==> src/design/pts_pkg.sv <==
// Shared types, widths and codes for the playback time sequencer.
`default_nettype none

package pts_pkg;

    // Width of a time value, unsigned fixed point with 16 fraction bits.
    localparam int unsigned TIME_W = 32;
    // Signed working width for sums, wrap and reflection results.
    localparam int unsigned EXT_W = TIME_W + 4;
    localparam int unsigned CMD_W = 2;
    localparam int unsigned MODE_W = 3;
    localparam int unsigned CFG_IDX_W = 2;

    // Commands.
    localparam logic [CMD_W-1:0] CMD_TICK = 2'd0;
    localparam logic [CMD_W-1:0] CMD_SEEK = 2'd1;
    localparam logic [CMD_W-1:0] CMD_PLAY = 2'd2;

    // Play modes.
    localparam logic [MODE_W-1:0] MODE_ONCE     = 3'd0;
    localparam logic [MODE_W-1:0] MODE_LOOP     = 3'd1;
    localparam logic [MODE_W-1:0] MODE_PINGPONG = 3'd2;
    localparam logic [MODE_W-1:0] MODE_ONCE_REV = 3'd3;
    localparam logic [MODE_W-1:0] MODE_LOOP_REV = 3'd4;

    // Configuration register indexes.
    localparam logic [CFG_IDX_W-1:0] REG_START_TIME = 2'd0;
    localparam logic [CFG_IDX_W-1:0] REG_STOP_TIME  = 2'd1;
    localparam logic [CFG_IDX_W-1:0] REG_PLAY_MODE  = 2'd2;

    // One command item.
    typedef struct packed {
        logic [CMD_W-1:0]         cmd;
        logic signed [TIME_W-1:0] delta_time;
        logic [TIME_W-1:0]        seek_time;
        logic                     play_flag;
    } pts_in_t;

    // One result item.
    typedef struct packed {
        logic [TIME_W-1:0] current_time;
        logic              playing;
        logic              backward;
    } pts_out_t;

endpackage

`default_nettype wire

==> src/design/playback_time_sequencer_unit.sv <==
// Top level of the playback time sequencer: input slice, step logic, result slice.
//
//  Channel  Ports                         Direction  Carries
//  s_       s_valid s_ready s_data        in         command item (pts_in_t)
//  m_       m_valid m_ready m_data        out        result item (pts_out_t)
//  cfg_     cfg_valid cfg_ready cfg_index cfg_data in  register write
//
// Each item is registered in the input slice, then in the result slice, and
// one item is accepted every cycle unless m_ stalls: the position update is a
// single add, compare and select between the input slice and the result slice.
// Reset (aresetn low, synchronous) clears range, mode, position and flags.
// A stall on m_ holds the result slice and then the input slice; the playback
// state only moves when an item passes into the result slice or, for the
// direction, on a play mode write. Configuration writes are always taken.
`default_nettype none

module playback_time_sequencer_unit (
    input  wire logic                          aclk,
    input  wire logic                          aresetn,
    input  wire logic                          s_valid,
    output logic                               s_ready,
    input  wire pts_pkg::pts_in_t              s_data,
    output logic                               m_valid,
    input  wire logic                          m_ready,
    output pts_pkg::pts_out_t                  m_data,
    input  wire logic                          cfg_valid,
    output logic                               cfg_ready,
    input  wire logic [pts_pkg::CFG_IDX_W-1:0] cfg_index,
    input  wire logic [pts_pkg::TIME_W-1:0]    cfg_data
);

    import pts_pkg::*;

    logic     item_valid;
    logic     item_ready;
    pts_in_t  item;
    logic     fire;
    pts_out_t result;

    assign cfg_ready = 1'b1;

    // Input slice.
    pts_stage #(
        .WIDTH($bits(pts_in_t))
    ) u_in_stage (
        .aclk      (aclk),
        .aresetn   (aresetn),
        .in_valid  (s_valid),
        .in_ready  (s_ready),
        .in_data   (s_data),
        .out_valid (item_valid),
        .out_ready (item_ready),
        .out_data  (item)
    );

    // The item is processed as it moves into the result slice.
    assign fire = item_valid && item_ready;

    pts_step u_step (
        .aclk      (aclk),
        .aresetn   (aresetn),
        .cfg_fire  (cfg_valid && cfg_ready),
        .cfg_index (cfg_index),
        .cfg_data  (cfg_data),
        .fire      (fire),
        .item      (item),
        .result    (result)
    );

    // Result slice.
    pts_stage #(
        .WIDTH($bits(pts_out_t))
    ) u_out_stage (
        .aclk      (aclk),
        .aresetn   (aresetn),
        .in_valid  (item_valid),
        .in_ready  (item_ready),
        .in_data   (result),
        .out_valid (m_valid),
        .out_ready (m_ready),
        .out_data  (m_data)
    );

endmodule

`default_nettype wire

==> src/design/pts_stage.sv <==
// Full-throughput register slice with valid and ready on both sides.
`default_nettype none

module pts_stage #(
    parameter int unsigned WIDTH = 1
) (
    input  wire logic             aclk,
    input  wire logic             aresetn,
    input  wire logic             in_valid,
    output logic                  in_ready,
    input  wire logic [WIDTH-1:0] in_data,
    output logic                  out_valid,
    input  wire logic             out_ready,
    output logic [WIDTH-1:0]      out_data
);

    logic             valid_reg;
    logic             valid_next;
    logic [WIDTH-1:0] data_reg;

    // The slice takes a new transfer when empty or when its content leaves.
    assign in_ready = !valid_reg || out_ready;

    always_comb begin
        valid_next = valid_reg;
        if (in_ready) begin
            valid_next = in_valid;
        end
    end

    // Control state.
    always_ff @(posedge aclk) begin
        if (!aresetn) begin
            valid_reg <= 1'b0;
        end else begin
            valid_reg <= valid_next;
        end
    end

    // Payload, loaded on every accepted transfer.
    always_ff @(posedge aclk) begin
        if (in_valid && in_ready) begin
            data_reg <= in_data;
        end
    end

    assign out_valid = valid_reg;
    assign out_data  = data_reg;

`ifndef NO_ASSERTIONS
    // A held item that is not taken must still be there next cycle.
    a_hold: assert property (@(posedge aclk) disable iff (!aresetn)
        valid_reg && !out_ready |=> valid_reg && $stable(data_reg))
        else $error("pts_stage: held item lost");
    // An accepted transfer always leaves the slice occupied.
    a_fill: assert property (@(posedge aclk) disable iff (!aresetn)
        in_valid && in_ready |=> valid_reg)
        else $error("pts_stage: accepted transfer not stored");
    // An empty slice that sees no input stays empty.
    a_empty: assert property (@(posedge aclk) disable iff (!aresetn)
        !valid_reg && !in_valid |=> !valid_reg)
        else $error("pts_stage: item appeared from nowhere");
`endif

endmodule

`default_nettype wire

==> src/design/pts_step.sv <==
// Playback state, configuration registers and the combinational step logic.
`default_nettype none

module pts_step (
    input  wire logic                      aclk,
    input  wire logic                      aresetn,
    // Configuration write
    input  wire logic                      cfg_fire,
    input  wire logic [pts_pkg::CFG_IDX_W-1:0] cfg_index,
    input  wire logic [pts_pkg::TIME_W-1:0]    cfg_data,
    // Item being processed this cycle
    input  wire logic                      fire,
    input  wire pts_pkg::pts_in_t          item,
    output pts_pkg::pts_out_t              result
);

    import pts_pkg::*;

    logic [TIME_W-1:0] start_reg;
    logic [TIME_W-1:0] stop_reg;
    logic [MODE_W-1:0] mode_reg;
    logic [TIME_W-1:0] pos_reg;
    logic [TIME_W-1:0] pos_next;
    logic              running_reg;
    logic              running_next;
    logic              reverse_reg;
    logic              reverse_next;

    logic [TIME_W-1:0]       hi_u;
    logic signed [EXT_W-1:0] lo_s;
    logic signed [EXT_W-1:0] hi_s;
    logic signed [EXT_W-1:0] pos_s;
    logic signed [EXT_W-1:0] delta_s;
    logic signed [EXT_W-1:0] sum_s;
    logic signed [EXT_W-1:0] bound_s;
    logic signed [EXT_W-1:0] tick_s;
    logic signed [EXT_W-1:0] seek_s;
    logic signed [EXT_W-1:0] tick_clamped;
    logic signed [EXT_W-1:0] seek_clamped;
    logic                    tick_running;
    logic                    tick_reverse;

    // Effective range: the stop bound never lies below start.
    assign hi_u    = (stop_reg > start_reg) ? stop_reg : start_reg;
    assign lo_s    = signed'({{(EXT_W-TIME_W){1'b0}}, start_reg});
    assign hi_s    = signed'({{(EXT_W-TIME_W){1'b0}}, hi_u});
    assign pos_s   = signed'({{(EXT_W-TIME_W){1'b0}}, pos_reg});
    assign delta_s = {{(EXT_W-TIME_W){item.delta_time[TIME_W-1]}}, item.delta_time};
    assign seek_s  = signed'({{(EXT_W-TIME_W){1'b0}}, item.seek_time});

    // Advance in the current direction.
    assign sum_s = reverse_reg ? (pos_s - delta_s) : (pos_s + delta_s);

    // Bound rule of the play mode for a crossed bound.
    always_comb begin
        bound_s      = sum_s;
        tick_running = running_reg;
        tick_reverse = reverse_reg;
        priority if (sum_s < lo_s) begin
            unique case (mode_reg)
                MODE_ONCE_REV: begin
                    bound_s      = lo_s;
                    tick_running = 1'b0;
                end
                MODE_LOOP_REV: begin
                    bound_s = hi_s - lo_s + sum_s;
                end
                MODE_PINGPONG: begin
                    bound_s      = (lo_s <<< 1) - sum_s;
                    tick_reverse = !reverse_reg;
                end
                default: begin
                    bound_s = sum_s;
                end
            endcase
        end else if (sum_s > hi_s) begin
            unique case (mode_reg)
                MODE_ONCE: begin
                    bound_s      = hi_s;
                    tick_running = 1'b0;
                end
                MODE_LOOP: begin
                    bound_s = lo_s + sum_s - hi_s;
                end
                MODE_PINGPONG: begin
                    bound_s      = (hi_s <<< 1) - sum_s;
                    tick_reverse = !reverse_reg;
                end
                default: begin
                    bound_s = sum_s;
                end
            endcase
        end else begin
            bound_s = sum_s;
        end
    end

    // Final clamp of a tick and of a seek into the range.
    always_comb begin
        tick_s = bound_s;
        if (bound_s < lo_s) begin
            tick_s = lo_s;
        end else if (bound_s > hi_s) begin
            tick_s = hi_s;
        end
        tick_clamped = tick_s;
        seek_clamped = seek_s;
        if (seek_s < lo_s) begin
            seek_clamped = lo_s;
        end else if (seek_s > hi_s) begin
            seek_clamped = hi_s;
        end
    end

    // Next playback state for the item's command.
    always_comb begin
        pos_next     = pos_reg;
        running_next = running_reg;
        reverse_next = reverse_reg;
        unique case (item.cmd)
            CMD_TICK: begin
                if (running_reg) begin
                    pos_next     = tick_clamped[TIME_W-1:0];
                    running_next = tick_running;
                    reverse_next = tick_reverse;
                end
            end
            CMD_SEEK: begin
                pos_next = seek_clamped[TIME_W-1:0];
            end
            CMD_PLAY: begin
                running_next = item.play_flag;
            end
            default: begin
                pos_next = pos_reg;
            end
        endcase
    end

    assign result.current_time = pos_next;
    assign result.playing      = running_next;
    assign result.backward     = reverse_next;

    // Configuration and playback state registers.
    always_ff @(posedge aclk) begin
        if (!aresetn) begin
            start_reg   <= '0;
            stop_reg    <= '0;
            mode_reg    <= MODE_ONCE;
            pos_reg     <= '0;
            running_reg <= 1'b0;
            reverse_reg <= 1'b0;
        end else begin
            if (cfg_fire) begin
                unique case (cfg_index)
                    REG_START_TIME: start_reg <= cfg_data;
                    REG_STOP_TIME:  stop_reg  <= cfg_data;
                    REG_PLAY_MODE:  mode_reg  <= cfg_data[MODE_W-1:0];
                    default:        mode_reg  <= mode_reg;
                endcase
            end
            if (fire) begin
                pos_reg     <= pos_next;
                running_reg <= running_next;
            end
            priority if (fire) begin
                reverse_reg <= reverse_next;
            end else if (cfg_fire && (cfg_index == REG_PLAY_MODE)) begin
                reverse_reg <= (cfg_data[MODE_W-1:0] == MODE_ONCE_REV) ||
                               (cfg_data[MODE_W-1:0] == MODE_LOOP_REV);
            end
        end
    end

`ifndef NO_ASSERTIONS
    // A seek always leaves the position inside the range it was clamped to.
    a_seek_in_range: assert property (@(posedge aclk) disable iff (!aresetn)
        fire && !cfg_fire && (item.cmd == CMD_SEEK) |=>
            (pos_reg >= start_reg) && (pos_reg <= hi_u))
        else $error("pts_step: seek left position out of range");
    // A tick while stopped changes nothing.
    a_tick_idle: assert property (@(posedge aclk) disable iff (!aresetn)
        fire && (item.cmd == CMD_TICK) && !running_reg |=>
            $stable(pos_reg) && !running_reg)
        else $error("pts_step: tick moved a stopped position");
    // Only ping-pong turns the direction around during a tick.
    a_flip_pingpong: assert property (@(posedge aclk) disable iff (!aresetn)
        fire && (item.cmd == CMD_TICK) && (mode_reg != MODE_PINGPONG) |=>
            $stable(reverse_reg))
        else $error("pts_step: direction flipped outside ping-pong");
`endif

endmodule

`default_nettype wire

==> config.mk <==
export PLATFORM = sky130hd
export DESIGN_NAME = playback_time_sequencer_unit
export DESIGN_NICKNAME = d
export VERILOG_FILES = /design/src/design/pts_pkg.sv /design/src/design/playback_time_sequencer_unit.sv /design/src/design/pts_stage.sv /design/src/design/pts_step.sv
export SDC_FILE = /design/constraint.sdc
export NUM_CORES = 1
export LEC_CHECK = 0
export BUFFER_PORTS_ARGS = -buffer_cell sky130_fd_sc_hd__buf_2
export CORE_MARGIN = 1
export CORE_UTILIZATION = 35
export DETAILED_ROUTE_END_ITERATION = 6
export GPL_TIMING_DRIVEN = 0
export PLACE_DENSITY_LB_ADDON = 0.12
export SETUP_SLACK_MARGIN = 0.15
export SLEW_MARGIN = 20
export SYNTH_ARGS = -nofsm -noshare
export SYNTH_HDL_FRONTEND = slang
export SYNTH_SLANG_ARGS = --single-unit
==> constraint.sdc <==
create_clock -name aclk -period 12.7 [get_ports aclk]
set_clock_uncertainty 0.15 [all_clocks]
set_input_delay 0.635 -clock aclk [delete_from_list [all_inputs] [get_ports aclk]]
set_output_delay 0.635 -clock aclk [all_outputs]
set_load 0.01 [all_outputs]
# Word-level counts from Yosys, hierarchy flattened
# Index checks and enable logic that the tools add are counted.
[word_totals] ff_bits=204 output_inout_bits=37 inputBits=106
[classes] n_addsub=8 magnitude_cmp=7 reduce_logical=16 muxes=25 eq_ne=10
[ops] operator="$pmux W36 S3" count=2
[ops] operator="$mux W32" count=6
[ops] operator="$mux W36" count=3
[ops] operator="$gt A36 B33 Y1" count=2
[ops] operator="$lt A36 B33 Y1" count=2
[ops] operator="$sub A34 B36 Y36" count=2
[ops] operator="$gt A32 B32 Y1" count=2
[ops] operator="$pmux W32 S2" count=1
[ops] operator="$add A33 B36 Y36" count=1
[ops] operator="$add A36 B36 Y36" count=1
[ops] operator="$sub A36 B33 Y36" count=1
[ops] operator="$add A33 B32 Y34" count=1
[ops] operator="$sub A33 B32 Y34" count=1
[ops] operator="$sub A32 B32 Y33" count=1
[ops] operator="$lt A32 B32 Y1" count=1
[ops] operator="$mux W1" count=12
[ops] operator="$eq A3 B2 Y1 const B" count=3
[ops] operator="$eq A3 B3 Y1 const B" count=2
[ops] operator="$reduce_and A2 Y1" count=3
[ops] operator="$eq A2 B1 Y1 const B" count=2
[ops] operator="$eq A2 B2 Y1 const B" count=2
[ops] operator="$logic_not A2 Y1" count=2
[ops] operator="$eq A3 B1 Y1 const B" count=1
[ops] operator="$logic_and A1 B1 Y1" count=3
[ops] operator="other kinds (5)" count=9

# Logic depth before layout (Yosys ltp)
[depth] depth_word=12 depth_mapped=53

# Cells and area by module
# A second synthesis with hierarchy kept.
[unflattened] hier_cells=3534 hier_area_um2=27974.3
[modules_own_cells] module="pts_step" instances=1 seq_area_each_um2=2021.9 area_each_um2=24808.8 cells_each=3420
[modules_own_cells] module="pts_stage at u_in_stage" instances=1 seq_area_each_um2=2031.9 area_each_um2=2069.5 cells_each=72
[modules_own_cells] module="pts_stage at u_out_stage" instances=1 seq_area_each_um2=1041.0 area_each_um2=1078.5 cells_each=39
[modules_own_cells] module="playback_time_sequencer_unit" instances=1 seq_area_each_um2=0.0 area_each_um2=17.5 cells_each=3

# Worst setup path before layout
# OpenSTA, ideal clock, no wires.
[synth_timing] path_kind="reg2reg" from="reg u_step.start_reg[28]" to="reg u_out_stage.data_reg[12] (netlist: u_out_stage.out_data[12]), data pin" arrival_ns=10.058 stages_incl_launch_ff=51 synth_period_minus_slack_ns=10.468 required_time_ns=12.290 setup_ns=0.260 slack_ns=2.232 path_cell_list="dfxtp_1 -> inv_1 -> ha_1 -> a2111o_1 -> a31oi_1 -> o21ai_0 -> a311oi_1 -> a22oi_1 -> a21o_1 -> clkbuf_1 -> clkbuf_1 -> o21ai_0 -> ha_1 -> nor2b_1 -> o21ai_0 -> a21boi_0 -> o21ai_0 -> a21boi_0 -> (+15 left out) -> o211ai_1 -> o21a_1 -> ha_1 -> a21o_1 -> a21o_1 -> a21o_1 -> a21o_1 -> a21o_1 -> a21oi_1 -> o221ai_1 -> inv_1 -> nand3_1 -> o32ai_1 -> a21oi_4 -> and2_1 -> buf_2 -> a221oi_2 -> nand2_1"
[synth_rtl] item="start, declared" line_no="pts_step.sv:19" text="logic [TIME_W-1:0] start_reg;"
[synth_rtl] item="start signal, assigned" line_no="pts_step.sv:156" text="REG_START_TIME: start_reg <= cfg_data;"
[synth_rtl] item="end signal, assigned" line_no="pts_stage.sv:43" text="data_reg <= in_data;"
[synth_rtl] item="end, declared" line_no="pts_stage.sv:19" text="logic [WIDTH-1:0] data_reg;"

==> results_dict.tcl <==
set metrics [dict create \
    status "finished, violations left" \
    violations "design-rule violations" \
    cts_tree "done" \
    antenna_found_initial 1 \
    setup_ws_ns 0.547 \
    drt_first_pass_iters 7 \
    grt_pass1_vias 26428 \
    fin_crit_sh_pct 95.7 \
    startpoint_type "register" \
    cpPeakStageDelay_ns 0.56 \
    layout-drive-gt1-share_pct 12.6 \
    die_w_microns 283 \
    async_reset_ff_share_pct 0 \
    grt_usage_pct 29.7 \
    postCtsHoldBufs 0 \
    fin_util_pct 40.5 \
    initial_core_util_pct 35.5 \
    crit_type "register to register" \
    largest_reg_flops 67 \
    slew_headroom_pct 15.2 \
    synth_ff_type "dfxtp_1" \
    reg2reg_depth 43 \
    rsz0062_at_grt "false" \
    synth_cell_types 102 \
    cp_slowest_cell "or4_4" \
    final_area_sq_um 31500 \
    dp_hpwl_microns 104000 \
    power.leakage_uw 0.0132 \
    syn_area_per_cell_sq_um 8.10 \
    wl_microns 122000 \
    grt_max_degree 53 \
    clock_latency_ns 0.54 \
    dp_slack_ns -2.50 \
    rr_startpoint "u_in_stage.out_data[36]" \
    worst_slew_pin_slew_ns 1.27 \
    grt-ovfl-total 0 \
    synth_edf_count 101 \
    power_density_nw_per_um2 163 \
    synthesis.nets 3967 \
    hold_viol_final 0 \
    cts-root-buf "clkbuf_16" \
    hold_end "u_in_stage.out_data[2]" \
    vdd_ir_drop_max_v 0.0000900 \
    min_path_type "input port to register" \
    required_ns 12.82 \
    setup_viol 0 \
    vias 27639 \
    total_power_uw 5130 \
    drtIter0Drc 2294 \
    nets 4185 \
    dpl_cell_area_sq_um 29700 \
    syn_to_final_growth_pct 14.1 \
    cts_buffer_depth 3 \
    cp_max_fo 10 \
    end_kind "register" \
    drc 1 \
    regToRegSetupSlack_ns 0.55 \
    wl_per_cell_microns 26.1 \
    nFillCells 8005 \
    cap_violations 0 \
    fp.dieH_microns 283 \
    drv_slew 0 \
    max_clock_freq_mhz 82.3 \
    core_area_sq_um 77700 \
    multi_input_area_sq_um 21700 \
    row_count 102 \
    ys_ff_latch 204 \
    synth-warning-count 0 \
    syn_area_sq_um 27600 \
    viasPerCell 5.91 \
    syn_inst 3404 \
    seqCellArea_sq_um 5130 \
    post-route-min-period_ns 12.15 \
    io_buffers 140 \
    hold_start "s_data[2]" \
    reg2reg_to "u_out_stage.out_data[15]" \
    ant_nets 0 \
    dieArea_sq_um 79900 \
    clock-sinks 204 \
    numCtsBuffers 22 \
    min_path_cells 1 \
    crit_arrival_ns 12.27 \
    io_pins 143 \
    grt_first_pass_wirelength_microns 173000 \
    clk_pin_slew_ns 0.07 \
    gp_congestion 0.991 \
    h-tree-depth 1 \
    yosysSeqAreaShare_pct 18.5 \
]
cells by family after synthesis:
| kind of cell | after synthesis | synth area share, % |
|---|---|---|
| compound gates | 1204 | 29.4 |
| xor+xnor | 197 | 6.26 |
| fa+ha+maj | 457 | 21.7 |
| buf+inv | 333 | 4.69 |
| flops | 204 | 18.5 |
| mux | 69 | 2.94 |
| other cells | 1 | 0.0136 |
| simple gates | 939 | 16.5 |
synthesized netlist by cell type (18+ instances only):
library cell,instances,area share [%]
o211ai_1,33,0.90
o22ai_1,37,0.84
o221ai_1,20,0.64
nor3_1,49,0.89
edfxtp_1,101,11
a21boi_0,78,2.1
clkbuf_1,107,1.5
dfxtp_1,103,7.5
a21oi_1,267,4.8
o21ai_0,244,4.4
a31oi_1,58,1.3
a221oi_1,18,0.57
nand3_1,62,1.1
nand4_1,48,1.1
nand2b_1,66,1.5
o21bai_1,38,1.0
mux2_4,19,1.0
nor2b_1,44,1.0
xnor2_1,131,4.2
and3_1,28,0.64
a21o_1,129,3.5
nand2_1,346,4.7
fa_1,37,2.7
a221oi_2,19,1.0
inv_1,212,2.9
nor2_1,193,2.6
mux2i_1,32,1.2
ha_1,420,19
a211oi_1,61,1.7
xor2_1,66,2.1
a22oi_1,25,0.68
o21a_1,47,1.3
worst max-delay path: cells and delay by family (launching register included):
family          cells  cell delay (ns)
compound gates     20             5.00
mux                 1             0.22
simple gates       14             3.98
buf+inv             4             0.99
xor+xnor            1             0.24
flops               1             0.43
fa+ha+maj           3             0.83
metal layers:
metal / GRT usage, % / vias to the layer above / share of wire (%)
met1: 40.4 / 13234 / 45
met4: 13.9 / 2 / 5.1
li1: - / 13146 / -
met5: 0 / - / 0.015
met3: 1.75 / 210 / 5.4
met2: 48.0 / 1047 / 44
worst max path at each step:
stage / start / to / slack, ns / depth (start not counted)
6_report: u_in_stage.out_data[36] / u_out_stage.out_data[15] / 0.55 / 43
3_3_place_gp: u_step.reverse_reg / u_out_stage.out_data[15] / -2.64 / 41
5_1_grt: u_in_stage.out_data[36] / u_out_stage.out_data[15] / 0.15 / 43
2_1_floorplan: u_step.start_reg[28] / u_out_stage.out_data[12] / 2.23 / 50
3_5_place_dp: u_step.reverse_reg / u_out_stage.out_data[15] / -2.50 / 41
4_1_cts: u_step.start_reg[28] / u_out_stage.out_data[8] / 0.15 / 51
layout make-up:
| class | instances | share of cell area, % |
|---|---|---|
| Timing Repair Buffer | 194 | 3.58 |
| Sequential cell | 204 | 16.3 |
| Clock buffer | 30 | 2.01 |
| Multi-Input combinational cell | 2867 | 69.0 |
| Buffer | 120 | 1.70 |
| Clock inverter | 10 | 0.501 |
| Tap cell | 1040 | 4.13 |
| Antenna cell | 1 | 0.00795 |
| Inverter | 213 | 2.77 |
power by group:
group | internal [uW] | total, uW | switching, uW
clock | 433 | 728 | 295
combinational | 1360 | 3630 | 2280
sequential | 731 | 773 | 42.8
metrics by stage:
stage,hold WS [ns],TNS [ns],std cells
global placement,0.307,-157.85,4584
finish,0.120,0,4679
global route,0.116,0,4678
CTS,0.106,0,4638
floorplan,0.293,0,3404
detailed placement,0.312,-150.14,4585
repair_timing:
item                                    in CTS  in global routing
hold endpoints to repair                     0                  0
pin swaps                                    5                 11
gates resized for setup                     86                 93
setup buffers                               13                 40
endpoints found under the setup margin      64                 64
layout by cell type, fill, tap and decap left out, types with 44 or more instances in the layout:
| master | instances |
|---|---|
| o21a_1 | 47 |
| dfxtp_1 | 83 |
| buf_4 | 55 |
| buf_2 | 144 |
| nand2b_1 | 66 |
| a21boi_0 | 77 |
| xor2_1 | 62 |
| nand2_1 | 345 |
| nor2_1 | 192 |
| a31oi_1 | 57 |
| a21oi_1 | 261 |
| inv_1 | 193 |
| edfxtp_1 | 101 |
| nor2b_1 | 44 |
| xnor2_1 | 126 |
| ha_1 | 419 |
| nand4_1 | 48 |
| a211oi_1 | 57 |
| clkbuf_1 | 97 |
| nand3_1 | 62 |
| o21ai_0 | 207 |
| a21o_1 | 128 |
| nor3_1 | 45 |
(Power assumes the default switching activity.)
